`src/hw/rtl/trms_pkg.sv`:
```
package trms_pkg;

  // Field widths.
  localparam int SAMPLE_W = 16;
  localparam int SQ_W     = 31;
  localparam int SUM_W    = 37;
  localparam int CNT_W    = 7;
  localparam int RMS_W    = 24;

  // Defined samples accumulated per trace; later ones are dropped.
  localparam int MAX_SAMPLES = 64;

  // Divider: {sum, 16 zero bits} padded to an even width, two bits per cycle.
  localparam int FRAC_W    = 16;
  localparam int DVD_W     = 54;
  localparam int DIV_STEPS = DVD_W / 2;

  // Square root: 48-bit radicand, two radicand bits per cycle.
  localparam int RAD_W      = 48;
  localparam int SQRT_STEPS = RAD_W / 2;
  localparam int ROOT_W     = RAD_W / 2;
  localparam int SREM_W     = ROOT_W + 2;

  localparam int STEP_W = 5;

  // One finished trace, handed from the front to the back.
  typedef struct packed {
    logic [SUM_W-1:0] sum;
    logic [CNT_W-1:0] cnt;
  } trms_job_t;

  // Status of the job queue as seen by its neighbors.
  typedef struct packed {
    logic full;
    logic empty;
  } trms_qstat_t;

endpackage

```
`src/hw/rtl/trms_front.sv`:
```
module trms_front
  import trms_pkg::*;
(
  input  logic                       clk,
  input  logic                       rst_n,
  input  logic                       in_push,
  output logic                       in_full,
  input  logic signed [SAMPLE_W-1:0] in_sample,
  input  logic                       in_undefined,
  input  logic                       in_last,
  input  trms_qstat_t                q_stat,
  output logic                       q_push,
  output trms_job_t                  q_job
);

  logic                  a_vld_r;
  logic [SAMPLE_W-1:0]   a_mag_r;
  logic                  a_undef_r;
  logic                  a_last_r;
  logic                  b_vld_r;
  logic [SQ_W-1:0]       b_sq_r;
  logic                  b_undef_r;
  logic                  b_last_r;
  logic [SUM_W-1:0]      sum_r;
  logic [SUM_W-1:0]      sum_nxt;
  logic [CNT_W-1:0]      cnt_r;
  logic [CNT_W-1:0]      cnt_nxt;
  logic [SAMPLE_W-1:0]   mag;
  logic [2*SAMPLE_W-1:0] prod;
  logic                  stall;
  logic                  take;
  logic                  add_en;
  logic                  trace_end;
  logic [SUM_W-1:0]      sum_add;
  logic [CNT_W-1:0]      cnt_add;

  // The pipeline holds while a finished trace cannot enter the queue.
  assign trace_end = b_vld_r & b_last_r;
  assign stall     = trace_end & q_stat.full;
  assign take      = in_push & ~stall;
  assign in_full   = stall;

  // Magnitude of the two's complement sample; the most negative value gives 32768.
  assign mag  = in_sample[SAMPLE_W-1] ? (SAMPLE_W'(0) - SAMPLE_W'(in_sample))
                                      : SAMPLE_W'(in_sample);
  assign prod = a_mag_r * a_mag_r;

  // Accumulate defined samples until the count reaches its limit.
  assign add_en  = b_vld_r & ~b_undef_r & (cnt_r < CNT_W'(MAX_SAMPLES));
  assign sum_add = add_en ? (sum_r + SUM_W'(b_sq_r)) : sum_r;
  assign cnt_add = add_en ? (cnt_r + CNT_W'(1)) : cnt_r;

  // The last sample hands the totals to the queue and clears them.
  assign q_push    = trace_end & ~q_stat.full;
  assign q_job.sum = sum_add;
  assign q_job.cnt = cnt_add;
  assign sum_nxt   = trace_end ? '0 : sum_add;
  assign cnt_nxt   = trace_end ? '0 : cnt_add;

  // Control state and accumulator.
  always_ff @(posedge clk) begin
    if (!rst_n) begin
      a_vld_r <= 1'b0;
      b_vld_r <= 1'b0;
      sum_r   <= '0;
      cnt_r   <= '0;
    end else if (!stall) begin
      a_vld_r <= take;
      b_vld_r <= a_vld_r;
      sum_r   <= sum_nxt;
      cnt_r   <= cnt_nxt;
    end
  end

  // Sample payload: magnitude first, then its square.
  always_ff @(posedge clk) begin
    if (!stall) begin
      a_mag_r   <= mag;
      a_undef_r <= in_undefined;
      a_last_r  <= in_last;
      b_sq_r    <= prod[SQ_W-1:0];
      b_undef_r <= a_undef_r;
      b_last_r  <= a_last_r;
    end
  end

endmodule

```
`src/hw/rtl/trms_queue.sv`:
```
module trms_queue
  import trms_pkg::*;
(
  input  logic        clk,
  input  logic        rst_n,
  input  logic        push,
  input  trms_job_t   push_job,
  input  logic        pop,
  output trms_job_t   pop_job,
  output trms_qstat_t stat
);

  trms_job_t  mem_r [2];
  logic       wr_ptr_r;
  logic       rd_ptr_r;
  logic [1:0] cnt_r;
  logic       do_push;
  logic       do_pop;

  assign stat.full  = (cnt_r == 2'd2);
  assign stat.empty = (cnt_r == 2'd0);
  assign do_push    = push & ~stat.full;
  assign do_pop     = pop & ~stat.empty;
  assign pop_job    = mem_r[rd_ptr_r];

  // Pointers and fill count.
  always_ff @(posedge clk) begin
    if (!rst_n) begin
      wr_ptr_r <= 1'b0;
      rd_ptr_r <= 1'b0;
      cnt_r    <= 2'd0;
    end else begin
      if (do_push) begin
        wr_ptr_r <= ~wr_ptr_r;
      end
      if (do_pop) begin
        rd_ptr_r <= ~rd_ptr_r;
      end
      cnt_r <= cnt_r + 2'(do_push) - 2'(do_pop);
    end
  end

  // Job storage.
  always_ff @(posedge clk) begin
    if (do_push) begin
      mem_r[wr_ptr_r] <= push_job;
    end
  end

  // The front never offers a job to a full queue.
  a_no_push_full: assert property (@(posedge clk) disable iff (!rst_n)
    !(push && stat.full))
    else $error("job offered to a full queue");

  // The back never takes from an empty queue.
  a_no_pop_empty: assert property (@(posedge clk) disable iff (!rst_n)
    !(pop && stat.empty))
    else $error("job taken from an empty queue");

endmodule

```
`src/hw/rtl/trms_back.sv`:
```
module trms_back
  import trms_pkg::*;
(
  input  logic             clk,
  input  logic             rst_n,
  input  trms_qstat_t      q_stat,
  input  trms_job_t        q_job,
  output logic             q_pop,
  output logic             out_empty,
  input  logic             out_pop,
  output logic [RMS_W-1:0] out_rms_q8,
  output logic [CNT_W-1:0] out_defined_count,
  output logic             out_empty_res
);

  localparam logic [1:0] S_IDLE = 2'd0;
  localparam logic [1:0] S_DIV  = 2'd1;
  localparam logic [1:0] S_SQRT = 2'd2;
  localparam logic [1:0] S_HOLD = 2'd3;

  logic [1:0]        state_r;
  logic [STEP_W-1:0] step_r;
  logic [CNT_W-1:0]  cnt_r;
  logic [DVD_W-1:0]  dvd_r;
  logic [CNT_W-1:0]  rem_r;
  logic [RAD_W-1:0]  rad_r;
  logic [SREM_W-1:0] srem_r;
  logic [ROOT_W-1:0] root_r;
  logic [RMS_W-1:0]  res_rms_r;
  logic              res_empty_r;
  logic              out_vld_r;
  logic [RMS_W-1:0]  out_rms_r;
  logic [CNT_W-1:0]  out_cnt_r;
  logic              out_empty_res_r;

  logic [CNT_W:0]    div_d;
  logic [CNT_W:0]    r2a;
  logic [CNT_W:0]    r2b;
  logic [CNT_W:0]    ra;
  logic [CNT_W:0]    rb;
  logic              ge_a;
  logic              ge_b;
  logic [DVD_W-1:0]  dvd_nxt;
  logic [SREM_W+1:0] srem2;
  logic [SREM_W+1:0] trial;
  logic              ge_s;
  logic [SREM_W+1:0] srem_diff;
  logic [SREM_W-1:0] srem_nxt;
  logic [ROOT_W-1:0] root_nxt;
  logic              load_out;

  // Divider: two restoring steps per cycle on a remainder below the count.
  assign div_d   = {1'b0, cnt_r};
  assign r2a     = {rem_r, dvd_r[DVD_W-1]};
  assign ge_a    = (r2a >= div_d);
  assign ra      = ge_a ? (r2a - div_d) : r2a;
  assign r2b     = {ra[CNT_W-1:0], dvd_r[DVD_W-2]};
  assign ge_b    = (r2b >= div_d);
  assign rb      = ge_b ? (r2b - div_d) : r2b;
  assign dvd_nxt = {dvd_r[DVD_W-3:0], ge_a, ge_b};

  // Square root: one result bit per cycle from the top two radicand bits.
  assign srem2     = {srem_r, rad_r[RAD_W-1 -: 2]};
  assign trial     = {2'b00, root_r, 2'b01};
  assign ge_s      = (srem2 >= trial);
  assign srem_diff = srem2 - trial;
  assign srem_nxt  = ge_s ? srem_diff[SREM_W-1:0] : srem2[SREM_W-1:0];
  assign root_nxt  = {root_r[ROOT_W-2:0], ge_s};

  assign q_pop    = (state_r == S_IDLE) & ~q_stat.empty;
  assign load_out = (state_r == S_HOLD) & (~out_vld_r | out_pop);

  // Sequencer and result handshake.
  always_ff @(posedge clk) begin
    if (!rst_n) begin
      state_r   <= S_IDLE;
      step_r    <= '0;
      out_vld_r <= 1'b0;
    end else begin
      case (state_r)
        S_IDLE: begin
          if (q_pop) begin
            step_r  <= '0;
            state_r <= (q_job.cnt == '0) ? S_HOLD : S_DIV;
          end
        end
        S_DIV: begin
          if (step_r == STEP_W'(DIV_STEPS - 1)) begin
            step_r  <= '0;
            state_r <= S_SQRT;
          end else begin
            step_r <= step_r + STEP_W'(1);
          end
        end
        S_SQRT: begin
          if (step_r == STEP_W'(SQRT_STEPS - 1)) begin
            step_r  <= '0;
            state_r <= S_HOLD;
          end else begin
            step_r <= step_r + STEP_W'(1);
          end
        end
        S_HOLD: begin
          if (load_out) begin
            state_r <= S_IDLE;
          end
        end
        default: begin
          state_r <= S_IDLE;
        end
      endcase
      out_vld_r <= load_out | (out_vld_r & ~out_pop);
    end
  end

  // Datapath registers of the divider, the root and the result.
  always_ff @(posedge clk) begin
    case (state_r)
      S_IDLE: begin
        cnt_r       <= q_job.cnt;
        dvd_r       <= {1'b0, q_job.sum, FRAC_W'(0)};
        rem_r       <= '0;
        res_rms_r   <= '0;
        res_empty_r <= 1'b1;
      end
      S_DIV: begin
        dvd_r  <= dvd_nxt;
        rem_r  <= rb[CNT_W-1:0];
        rad_r  <= dvd_nxt[RAD_W-1:0];
        srem_r <= '0;
        root_r <= '0;
      end
      S_SQRT: begin
        rad_r       <= {rad_r[RAD_W-3:0], 2'b00};
        srem_r      <= srem_nxt;
        root_r      <= root_nxt;
        res_rms_r   <= root_nxt[RMS_W-1:0];
        res_empty_r <= 1'b0;
      end
      default: begin
      end
    endcase
    if (load_out) begin
      out_rms_r       <= res_rms_r;
      out_cnt_r       <= cnt_r;
      out_empty_res_r <= res_empty_r;
    end
  end

  assign out_empty         = ~out_vld_r;
  assign out_rms_q8        = out_rms_r;
  assign out_defined_count = out_cnt_r;
  assign out_empty_res     = out_empty_res_r;

  // An empty trace reports a zero root and a zero count.
  a_empty_zero: assert property (@(posedge clk) disable iff (!rst_n)
    (!out_empty && out_empty_res) |-> (out_rms_q8 == '0 && out_defined_count == '0))
    else $error("empty trace with nonzero result");

  // The divider hands over to the root after its last step.
  a_div_to_sqrt: assert property (@(posedge clk) disable iff (!rst_n)
    (state_r == S_DIV && step_r == STEP_W'(DIV_STEPS - 1)) |=> (state_r == S_SQRT))
    else $error("divider did not hand over to the root");

  // A job taken from the queue starts the divider or goes straight to the result.
  a_pop_start: assert property (@(posedge clk) disable iff (!rst_n)
    q_pop |=> (state_r == S_DIV || state_r == S_HOLD))
    else $error("job taken without starting");

endmodule

```
`src/hw/rtl/trace_rms_skip_undefined_unit.sv`:
```
// Throughput: one sample per cycle while in_full is low; the back end takes a new trace only
// once the last result is loaded (divider at two quotient bits per step, square root, load).
// Path of a trace: magnitude, square, accumulation, queue, divider, square root and result
// register; a trace with no defined sample skips the divider and the square root.
// A two-entry job queue lets the front keep sampling while the back end works on earlier traces.
// Reset (synchronous, active low) clears the sum, the count, the queue and the result valid flag.

module trace_rms_skip_undefined_unit
  import trms_pkg::*;
(
  input  logic                       clk,
  input  logic                       rst_n,
  input  logic                       in_push,
  output logic                       in_full,
  input  logic signed [SAMPLE_W-1:0] in_sample,
  input  logic                       in_undefined,
  input  logic                       in_last,
  output logic                       out_empty,
  input  logic                       out_pop,
  output logic [RMS_W-1:0]           out_rms_q8,
  output logic [CNT_W-1:0]           out_defined_count,
  output logic                       out_empty_res
);

  trms_qstat_t q_stat;
  trms_job_t   push_job;
  trms_job_t   pop_job;
  logic        q_push;
  logic        q_pop;

  // Sample intake, squaring and accumulation.
  trms_front u_front (
    .clk          (clk),
    .rst_n        (rst_n),
    .in_push      (in_push),
    .in_full      (in_full),
    .in_sample    (in_sample),
    .in_undefined (in_undefined),
    .in_last      (in_last),
    .q_stat       (q_stat),
    .q_push       (q_push),
    .q_job        (push_job)
  );

  // Finished traces waiting for the back end.
  trms_queue u_queue (
    .clk      (clk),
    .rst_n    (rst_n),
    .push     (q_push),
    .push_job (push_job),
    .pop      (q_pop),
    .pop_job  (pop_job),
    .stat     (q_stat)
  );

  // Division, square root and result register.
  trms_back u_back (
    .clk               (clk),
    .rst_n             (rst_n),
    .q_stat            (q_stat),
    .q_job             (pop_job),
    .q_pop             (q_pop),
    .out_empty         (out_empty),
    .out_pop           (out_pop),
    .out_rms_q8        (out_rms_q8),
    .out_defined_count (out_defined_count),
    .out_empty_res     (out_empty_res)
  );

endmodule

```
`config.mk`:
```
export PLATFORM = sky130hd
export DESIGN_NAME = trace_rms_skip_undefined_unit
export DESIGN_NICKNAME = d
export VERILOG_FILES = /design/src/hw/rtl/trms_pkg.sv /design/src/hw/rtl/trms_front.sv /design/src/hw/rtl/trms_queue.sv /design/src/hw/rtl/trms_back.sv /design/src/hw/rtl/trace_rms_skip_undefined_unit.sv
export SDC_FILE = /design/constraint.sdc
export NUM_CORES = 1
export LEC_CHECK = 0
export ABC_AREA = 1
export ABC_CLOCK_PERIOD_IN_PS = 7100
export BUFFER_PORTS_ARGS = -buffer_cell sky130_fd_sc_hd__buf_2
export CAP_MARGIN = 20
export CORE_ASPECT_RATIO = 1.25
export CORE_MARGIN = 3
export CORE_UTILIZATION = 64
export CTS_CLUSTER_DIAMETER = 100
export CTS_CLUSTER_SIZE = 30
export DETAILED_ROUTE_END_ITERATION = 10
export PLACE_DENSITY = 0.88
export SETUP_SLACK_MARGIN = 0.02
export SYNTH_ARGS = -nofsm -noshare
export SYNTH_HDL_FRONTEND = slang
export SYNTH_SLANG_ARGS = --single-unit
export TNS_END_PERCENT = 5
```
`constraint.sdc`:
```
create_clock -name clk -period 7.1 [get_ports clk]
set_clock_uncertainty 0.1 [all_clocks]
set_input_delay 1.065 -clock clk [delete_from_list [all_inputs] [get_ports clk]]
set_output_delay 1.065 -clock clk [all_outputs]
set_load 0.05 [all_outputs]
```
-- Yosys cells after proc, flatten, opt, wreduce, memory -nomap -nowiden
Memories as Yosys holds them, arrays and structs flattened. A register that Yosys moved wholly into a read port is not among the register bits.
Index checks and enable logic that the tools add are counted.
- register bits after elaboration: 332
- bits in latches: 0
- RAM bits: 88
- bits in read-only memories: 0
- input port bits: 22
- output and inout port bits: 34
- memories: 1
- memories (name ; words ; bits a word ; rd ports ; clocked after memory_dff ; wr ports ; line ; text):
    u_queue.mem_r ; 2 ; 44 ; 1 ; 1 ; 1 ; trms_queue.sv:13 ; trms_job_t mem_r [2];
- add/subtract/negate cells: 9
- $mul: 1
- divide/modulo/power cells: 0
- magnitude comparators: 4
- equality and inequality tests: 10
- shift operators: 0
- multiplexer cells: 29
- bitwise logic cells: 21
- reduce and logical (&&, ||, !) cells: 9
- operator list (kind ; count):
    $pmux 54 s2 ; 1
    $pmux 24 s2 ; 2
    $pmux 48 s2 ; 1
    $mux 37 ; 2
    $pmux 26 s2 ; 1
    $add 37x31->37 ; 1
    $mul 16x16->31 ; 1
    $ge 28x26->1 ; 1
    $mux 7 ; 4
    $mux 26 ; 1
    $sub 26x26->26 ; 1
    $ge 8x7->1 ; 2
    $sub 1x16->16 const A ; 1
    $mux 15 ; 1
    $mux 5 ; 3
    $pmux 5 s3 ; 1
    $pmux 7 s2 ; 1
    $sub 7x7->7 ; 2
    $and 1x1->1 ; 11
    $eq 5x5->1 const B ; 2
    $mux 2 ; 5
    $not 1->1 ; 8
    $pmux 2 s4 ; 1
    $add 7x1->7 const B ; 1
    17 further kinds ; 28

-- Depth between registers and ports, before layout
Gate-level depths: netlist of run 1.
- depth after elaboration: 6
- mapped depth: 30
- mapped depth without buffers: 29

-- Hierarchy
Synthesis of run 1 repeated with hierarchy kept, for this count alone.
- cell total of the unflattened synthesis: 3418
- area total of the unflattened synthesis: 29589.6 µm²
- by module, submodules not included (module ; instances ; cells an instance ; area each (µm²)):
    trms_front ; 1 ; 1914 ; 14039.7
    trms_back ; 1 ; 1329 ; 11922.7
    trms_queue ; 1 ; 175 ; 3627.2

-- Worst setup path after synthesis of run 1
OpenSTA, ideal clock, no wires.
- kind: reg-to-reg
- start: register u_front.a_mag_r[4]
- end: register u_front.b_sq_r[29] (data pin)
- library setup time: 0.258 ns
- data arrival time: 5.525 ns
- required time: 6.742 ns
- setup slack: 1.217 ns
- stages on the path, launching flop included: 24
- path buffers: 2
- clock period less this slack: 5.883 ns
- path through: edfxtp_1 clkbuf_1 clkbuf_1 nand2_1 fa_1 inv_1 fa_1 fa_1 fa_1 fa_1 inv_1 fa_1 inv_1 ha_1 a21oi_1 o21ai_0 a21oi_1 nand3_1 nand2_1 nand2_1 nand2_1 inv_1 o21ai_0 nand2_1
- longest elaborated chain between the ends: 1
- RTL lines (element ; line ; text):
    start: declaration ; trms_front.sv:17 ; logic [SAMPLE_W-1:0] a_mag_r;
    start signal: assignment ; trms_front.sv:78 ; a_mag_r <= mag;
    $mul 16x16->31 ; trms_front.sv:46 ; assign prod = a_mag_r * a_mag_r;
    via u_front.prod[29] ; trms_front.sv:29 ; logic [2*SAMPLE_W-1:0] prod;
    end signal: assignment ; trms_front.sv:81 ; b_sq_r <= prod[SQ_W-1:0];
    end: declaration ; trms_front.sv:21 ; logic [SQ_W-1:0] b_sq_r;
The timed path passes the listed nets, and every way through them passes these cells.
A chain may end at the register's enable or synchronous reset.

-- Worst setup path after layout of run 1
- start: register u_front.a_mag_r[9]
- end: register u_front.b_sq_r[28] (data pin)
The elaborated chain is that of the path after synthesis.

==> results of run 1 <==
[state kept, by name, summed over array words and instances (netlist names), 2 cells and up, named ones only]
name,flops
u_queue.mem_r,88
u_back.dvd_r,54
u_back.rad_r,48
u_front.sum_r,37
u_front.b_sq_r,30
u_back.srem_r,26
u_back.out_rms_q8,24
u_back.res_rms_r,24
u_back.root_r,24
u_front.a_mag_r,16
u_back.cnt_r,7
u_back.out_defined_count,7
u_back.rem_r,7
u_front.cnt_r,7
u_back.step_r,5
u_back.state_r,2
u_queue.cnt_r,2
[metal layers]
metal  wire, um  GRT usage  vias to the layer above
met4       2778     0.1112                        0
li1           -          -                    10136
met3       1996    0.01801                      179
met2      35160     0.5497                      572
met1      23140     0.2910                    10015
met5          0          0                        -
[per-stage QoR]
| step | util | hold slack (ns) | instances | setup WS (ns) |
|---|---|---|---|---|
| final | 0.6834 | 0.3277 | 3764 | 0.7463 |
| after detailed placement | 0.6689 | 0.3045 | 3729 | 0.7405 |
| after global routing | 0.6834 | 0.3423 | 3764 | 0.3918 |
| after CTS | 0.6823 | 0.3272 | 3762 | 0.7179 |
| after global placement | 0.6689 | 0.3010 | 3729 | 0.8461 |
| after floorplan | - | 0.3003 | 3188 | 1.217 |
[layout make-up]
cell class | count | area [um^2]
inverters | 624 | 2342
multi-input cells | 2052 | 13580
repair buffers | 70 | 420.4
well taps | 565 | 706.9
flip-flops and latches | 420 | 12020
fillers | 3331 | 13740
clock inverters | 4 | 68.82
clock buffers | 29 | 513.0
[synthesized netlist by cell type (2+ instances only)]
library cell,instances,share of area
nand2_1,795,0.11
inv_1,620,0.082
edfxtp_1,361,0.38
a21oi_1,205,0.036
nor2_1,200,0.027
ha_1,179,0.079
fa_1,165,0.12
o21ai_0,120,0.021
nand3_1,98,0.017
clkbuf_1,63,0.0084
dfxtp_1,59,0.042
xor2_1,56,0.017
nor3_1,36,0.0064
xnor2_1,34,0.011
a22oi_1,32,0.0085
or2_2,20,0.0044
buf_1,14,0.0019
o21bai_1,14,0.0037
nand4_1,13,0.0029
and2_1,11,0.0024
o21ai_1,11,0.0019
buf_2,9,0.0016
a31oi_1,8,0.0018
nor4_1,7,0.0015
a21o_1,6,0.0016
nand3b_1,5,0.0013
a21boi_0,4,0.0011
buf_6,4,0.0016
inv_2,4,0.00053
o211ai_1,3,0.00080
o21a_1,3,0.00080
o22ai_1,3,0.00066
o31ai_1,3,0.00080
a21boi_1,2,0.00053
a21oi_2,2,0.00062
a31o_2,2,0.00062
mux2_2,2,0.00080
nand2b_1,2,0.00044
o21ai_2,2,0.00062
[logic make-up after synthesis]
family                   Yosys count  synth area share
AND/OR/NAND/NOR                 1192            0.1706
multiplexers                       3          0.001151
AO/OA/AOI/OAI                    423           0.08245
adder cells (fa/ha/maj)          344            0.1961
buffers and inverters            716           0.09670
flip-flops                       420            0.4252
XOR/XNOR                          90           0.02788
[final timing paths]
kind	cells past startpoint	start	slack, ns	to
max reg2reg	23	u_front.a_mag_r[9]	0.75	u_front.b_sq_r[28]
min	0	u_front.a_undef_r	0.33	u_front.b_undef_r
min reg2reg	0	u_front.a_undef_r	0.33	u_front.b_undef_r
max	23	u_front.a_mag_r[9]	0.75	u_front.b_sq_r[28]
==> flow_summary.toml, run 1 <==
[placement]
place_area_um2 = 29020
gp_congestion = 0.9599
dpl.hpwl_um = 48620
io_buffer_count = 55

[synth]
synth_area_per_cell_um2 = 8.868
netlist_area_um2 = 28270
yosysWarnings = 0
postSynthCellCount = 3188
ys_async_sr_fraction = 0
synth-edff-count = 361
synth.net_count = 3554
yosysSeqAreaShare = 0.4252
synth-main-ff-cell = "edfxtp_1"
yosys_register_bits = 420
synth_cell_types = 50

[global_route]
antenna_found_initial = 0
grt_max_degree = 96
grt_pass1_vias = 21918
gr-total-overflow = 0
grt_pass1_wl_um = 104500
track_usage = 0.2711

[die]
die-area_um2 = 46750
ios = 56
fp.dieW_um = 194.0
rows = 85
start_util = 0.6516
die_h_um = 241.0
core_area_um2 = 43390

[cells_and_area]
num_antenna_cells = 0
drive_gt1_frac = 0.04283
mostFrequentLayoutCell = "nand2_1"
syn2layout_area_growth_pct = 4.886
final_cell_mix = "nand2_1, inv_1, edfxtp_1, a21oi_1, nor2_1"
nets = 3553
final_area_um2 = 29650

[clock_network]
clkTransAtPathRegs_ns = 0.09
clock_path_buffers = 3
cts.repair.resized = 0
postCtsHoldBufs = 0
h-tree-depth = 1
clk_latency_ns = 0.56
post_cts_buffers = 0
cts_tree = "done"
cts_inserted_buffers = 19
clock-sinks = 420
cts-root-buf = "clkbuf_16"

[critical_path]
crit_type = "flip-flop to flip-flop"
cp_slowest_cell = "edfxtp_1"
crit_path_end_kind = "flip-flop"
crit_required_ns = 7.29
cp_num_buf_inv = 6
cpPeakStageDelay_ns = 0.80
cp.arrival_ns = 6.54
cp_top_family = "adder cells"
path_max_fanout = 16
startpoint_type = "flip-flop"
critical_path.cell_chain = "nand2_1, fa_1, inv_1, fa_1, inv_1, fa_1, inv_1, fa_1, fa_1, inv_1, fa_1, inv_1, ha_1, nand2_1, inv_1, nand3_1, nor3_1, nand4_1, nand3_1, a21o_1, nand2_1, nand3_1, nand2_1"

[route]
drc_errors = 0
vias = 20902
via_per_inst = 5.553
drt-pass1-iter-count = 6
postRouteAntennaNets = 0
drt_iter0_drc = 1389
wl_per_cell_um = 16.76
wl_um = 63070

[timing]
finalHoldViolations = 0
rsz0062_at_grt = "no"
finalSetupViolCount = 0
post-route-min-period_ns = 6.354
slew_viol_final = 0
slew_headroom = 0.3110
finalCritPeriodShare = 0.8949
worstMarginPinSlew_ns = 1.033
tns_ns = 0
clock.fmax_mhz = 157.4

[job]
drv_cap = 0

[worst_hold_path]
hp-class = "flip-flop to flip-flop"

[outcome]
status = "finished, final reports clean"
Power of run 1 is left out: the tool's default activity adds up to more than one toggle a clock period on the data nets, which glitch-free logic cannot reach.
==> run 2: changes to the inputs <==
Settings changed: CORE_ASPECT_RATIO 1.25 to 0.75.
==> flow_summary.toml, run 2 (synthesis results as in run 1) <==
[global_route]
grt_pass1_wl_um = 104200
gr-total-overflow = 0
grt_pass1_vias = 20818
antenna_found_initial = 0
track_usage = 0.2715
grt_max_degree = 90

[critical_path]
crit_type = "flip-flop to flip-flop"
rr_worst_depth = 23
crit_required_ns = 7.32
crit_path_end_kind = "flip-flop"
crit_start = "u_front.a_mag_r[9]"
startpoint_type = "flip-flop"
reg2reg_from = "u_front.a_mag_r[9]"
cp.arrival_ns = 6.57
path_max_fanout = 16

[cells_and_area]
largest_reg_flops = 88
num_antenna_cells = 0
regMostFlops = "u_queue.mem_r"
drive_gt1_frac = 0.04194
mostFrequentLayoutCell = "nand2_1"
final_cell_mix = "nand2_1, inv_1, edfxtp_1, a21oi_1, nor2_1"
syn2layout_area_growth_pct = 4.704
nets = 3549
top_regs = "u_queue.mem_r (88), u_back.dvd_r (54), u_back.rad_r (48)"

[route]
drt_iter0_drc = 1945
postRouteAntennaNets = 0
via_per_inst = 5.605
drc_errors = 0
wl_per_cell_um = 16.76
drt-pass1-iter-count = 6
vias = 21149
wl_um = 63220

[clock_network]
h-tree-depth = 1
post_cts_buffers = 0
clkTransAtPathRegs_ns = 0.12
cts_tree = "done"
clock_path_buffers = 3
cts_inserted_buffers = 18
cts.repair.resized = 0
postCtsHoldBufs = 0
clock-sinks = 420
cts-root-buf = "clkbuf_16"
clk_latency_ns = 0.55

[job]
drv_cap = 0

[timing]
tns_ns = 0
worstMarginPinSlew_ns = 1.068
finalHoldViolations = 0
whs_ns = 0.3308
post-route-min-period_ns = 6.342
finalSetupViolCount = 0
finalCritPeriodShare = 0.8932
clock.fmax_mhz = 157.7
worst_slack_ns = 0.7583
rsz0062_at_grt = "no"
slew_viol_final = 0
slew_headroom = 0.2869

[die]
fp.dieW_um = 248.7
core_area_um2 = 43520
ios = 56
die-area_um2 = 46760
rows = 66
start_util = 0.6496
die_h_um = 188.0

[worst_hold_path]
min_from = "u_back.res_rms_r[19]"
whs_path_depth = 0
hp-class = "flip-flop to flip-flop"

[placement]
dpl.hpwl_um = 47670
io_buffer_count = 55
post-place-ws_ns = 0.7381
gp_congestion = 0.9284

[outcome]
status = "finished, final reports clean"
==> run 2: critical path, cell delays in order (launching register included) <==
cell and delay (ns):
edfxtp_1 0.79, nand2_1 0.20, fa_1 0.56, inv_1 0.06
fa_1 0.50, inv_1 0.05, fa_1 0.48, inv_1 0.06
fa_1 0.51, fa_1 0.55, inv_1 0.05, fa_1 0.53
inv_1 0.04, ha_1 0.38, a21oi_1 0.26, o21ai_0 0.14
a21oi_1 0.14, nand3_1 0.17, nand2_1 0.10, nand2_1 0.11
nand2_1 0.08, inv_1 0.05, o21ai_0 0.15, nand2_1 0.07
==> run 2: metal layers <==
metal / wire length (um) / vias to the layer above / track usage
met3: 5045 / 86 / 0.03383
li1: - / 10117 / -
met4: 1046 / 0 / 0.05070
met2: 29900 / 809 / 0.4502
met1: 27230 / 10137 / 0.3923
met5: 0 / - / 0
==> run 2: area by class of cell <==
class / instances / area, um^2
multi-input combinational: 2052 / 13580
sequential: 420 / 12020
clock buffer: 29 / 523.0
tap: 578 / 723.2
timing repair buffer: 67 / 377.9
inverter: 624 / 2342
fill: 3345 / 13920
clock inverter: 3 / 33.78
==> run 2: path summary, 6_finish.rpt <==
kind	to	slack, ns
worst max-delay path	u_front.b_sq_r[29]	0.76
worst min-delay path	u_back.out_rms_q8[19]	0.33
worst max register to register	u_front.b_sq_r[29]	0.76
worst min register to register	u_back.out_rms_q8[19]	0.33
==> run 2: per-stage QoR <==
stage	cell area, um^2	util	cells
after floorplan	28270	-	3188
after global placement	29030	0.6670	3740
after detailed placement	29030	0.6670	3740
after CTS	29580	0.6797	3772
after global routing	29600	0.6802	3773
final	29600	0.6802	3773
Power of run 2 is left out for the same reason.
==> run 3: changes to the inputs <==
Settings changed: ABC_AREA 1 to not set.
==> flow_summary.toml, run 3 <==
[cells_and_area]
syn2layout_area_growth_pct = 5.669
final_cell_mix = "edfxtp_1, inv_1, nand2_1, ha_1, fa_1"
top_regs = "u_queue.mem_r (88), u_back.dvd_r (54), u_back.rad_r (48)"
nets = 2774
num_antenna_cells = 0
largest_reg_flops = 88
regMostFlops = "u_queue.mem_r"
drive_gt1_frac = 0.09256
mostFrequentLayoutCell = "edfxtp_1"

[clock_network]
cts_tree = "done"
clock-sinks = 420
cts-root-buf = "clkbuf_16"
h-tree-depth = 1
clock_path_buffers = 3
cts.repair.resized = 0
cts_inserted_buffers = 18
clkTransAtPathRegs_ns = 0.11
clk_latency_ns = 0.57
postCtsHoldBufs = 0

[route]
wl_um = 54330
postRouteAntennaNets = 0
drt_iter0_drc = 1760
via_per_inst = 5.838
drc_errors = 0
drt-pass1-iter-count = 5
wl_per_cell_um = 18.23
vias = 17403

[synth]
synth_area_per_cell_um2 = 11.31
ys_async_sr_fraction = 0
synth_top_area_frac = 0.4042
yosysWarnings = 0
synth-edff-count = 361
yosysSeqAreaShare = 0.4483
yosysMostFrequentCell = "edfxtp_1"
postSynthCellCount = 2371
synth_top_area_cell = "edfxtp_1"
yosys_register_bits = 420
synth-main-ff-cell = "edfxtp_1"
synth.net_count = 2737
synth.area.top_cells = "edfxtp_1, fa_1, ha_1"
netlist_area_um2 = 26820
synthTopCellsByCount = "edfxtp_1, inv_1, nand2_1"
synth_cell_types = 91

[die]
rows = 64
die-area_um2 = 44420
fp.dieW_um = 242.4
die_h_um = 183.3
start_util = 0.6528
core_area_um2 = 41080
ios = 56

[global_route]
antenna_found_initial = 1
track_usage = 0.2443
grt_pass1_vias = 17853
gr-total-overflow = 0
grt_max_degree = 99
grt_pass1_wl_um = 88730

[critical_path]
cpPeakStageDelay_ns = 0.71
crit_path_end_kind = "flip-flop"
reg2reg_from = "u_front.a_mag_r[8]"
path_max_fanout = 14
crit_required_ns = 7.32
crit_start = "u_front.a_mag_r[8]"
crit_top_cell = "fa_1"
critical_path.cell_chain = "nand2_1, fa_1, inv_1, fa_1, fa_1, fa_1, fa_1, inv_1, fa_1, inv_1, ha_1, nand3_1, or3_1, o211a_1, a21boi_1, o211ai_1, o21ai_0, a31oi_1, xnor2_1"
crit_type = "flip-flop to flip-flop"
startpoint_type = "flip-flop"
cp.arrival_ns = 6.96
cp_slowest_cell = "edfxtp_1"

[timing]
slew_headroom = 0.2211
clock.fmax_mhz = 148.4
finalHoldViolations = 0
finalSetupViolCount = 0
worstMarginPinSlew_ns = 1.161
slew_viol_final = 0
post-route-min-period_ns = 6.738
rsz0062_at_grt = "no"
finalCritPeriodShare = 0.9490
tns_ns = 0

[outcome]
status = "finished, final reports clean"

[worst_hold_path]
hp-class = "flip-flop to flip-flop"
min_from = "u_back.res_rms_r[11]"

[job]
drv_cap = 0

[placement]
io_buffer_count = 55
gp_congestion = 0.9337
dpl.hpwl_um = 39760
## run 3: routing by layer
metal  track usage  vias to the layer above  routed length (um)
met5             0                        -                   7
met4       0.05502                        2                1041
met3       0.04429                       79                3824
met2        0.4081                      571               25730
met1        0.3391                     8550               23730
li1              -                     8201                   -
## run 3: cell type report
| type | count | area (um^2) |
|---|---|---|
| timing repair buffer | 91 | 608.1 |
| sequential | 420 | 12020 |
| clock inverter | 3 | 48.80 |
| clock buffer | 29 | 501.7 |
| tap | 561 | 701.9 |
| multi-input combinational | 1579 | 13340 |
| fill | 2833 | 12740 |
| inverter | 298 | 1119 |
## run 3: per-stage QoR
step / setup slack (ns) / instance area (um^2) / cells / hold WS, ns / util
detailed placement: 0.2921 / 27600 / 2933 / 0.3045 / 0.6720
finish: 0.3619 / 28340 / 2981 / 0.3274 / 0.6898
CTS: 0.2835 / 28150 / 2965 / 0.3304 / 0.6854
global placement: 0.4962 / 27600 / 2933 / 0.3013 / 0.6720
global route: 0.02357 / 28340 / 2981 / 0.3343 / 0.6898
floorplan: 0.8216 / 26820 / 2371 / 0.3003 / -
## run 3: cells by family (layout without fill, tap and decap cells)
| group | after synthesis | in the layout | share of synthesized area |
|---|---|---|---|
| flip-flops | 420 | 420 | 0.4483 |
| XOR/XNOR | 123 | 123 | 0.04017 |
| AND/OR/NAND/NOR | 591 | 591 | 0.1035 |
| AO/OA/AOI/OAI | 398 | 398 | 0.09667 |
| multiplexers | 123 | 123 | 0.04857 |
| adder cells (fa/ha/maj) | 344 | 344 | 0.2067 |
| buffers and inverters | 372 | 421 | 0.05613 |
## run 3: critical path, delay by kind of cell, from the launching register on
family | cells | cell delay, ns
AOI/OAI and AO/OA | 5 | 1.08
xor gates and xnor gates | 1 | 0.13
adders and majority gates | 7 | 3.56
buffers and inverters | 3 | 0.16
DFF | 1 | 0.71
and+or+nand+nor | 3 | 0.76
## run 3: final timing paths
kind                                 to  slack [ns]  depth (start not counted)
setup reg to reg     u_front.b_sq_r[30]        0.36                         19
hold / removal    u_back.out_rms_q8[11]        0.33                          0
setup / recovery     u_front.b_sq_r[30]        0.36                         19
hold reg to reg   u_back.out_rms_q8[11]        0.33                          0
## run 3: repair_timing
| action | 4_1_cts | 5_1_grt |
|---|---|---|
| buffers inserted | 0 | 14 |
| setup endpoints to repair | 0 | 3 |
| endpoints found under the hold margin | 0 | 0 |
Power of run 3 is left out for the same reason.
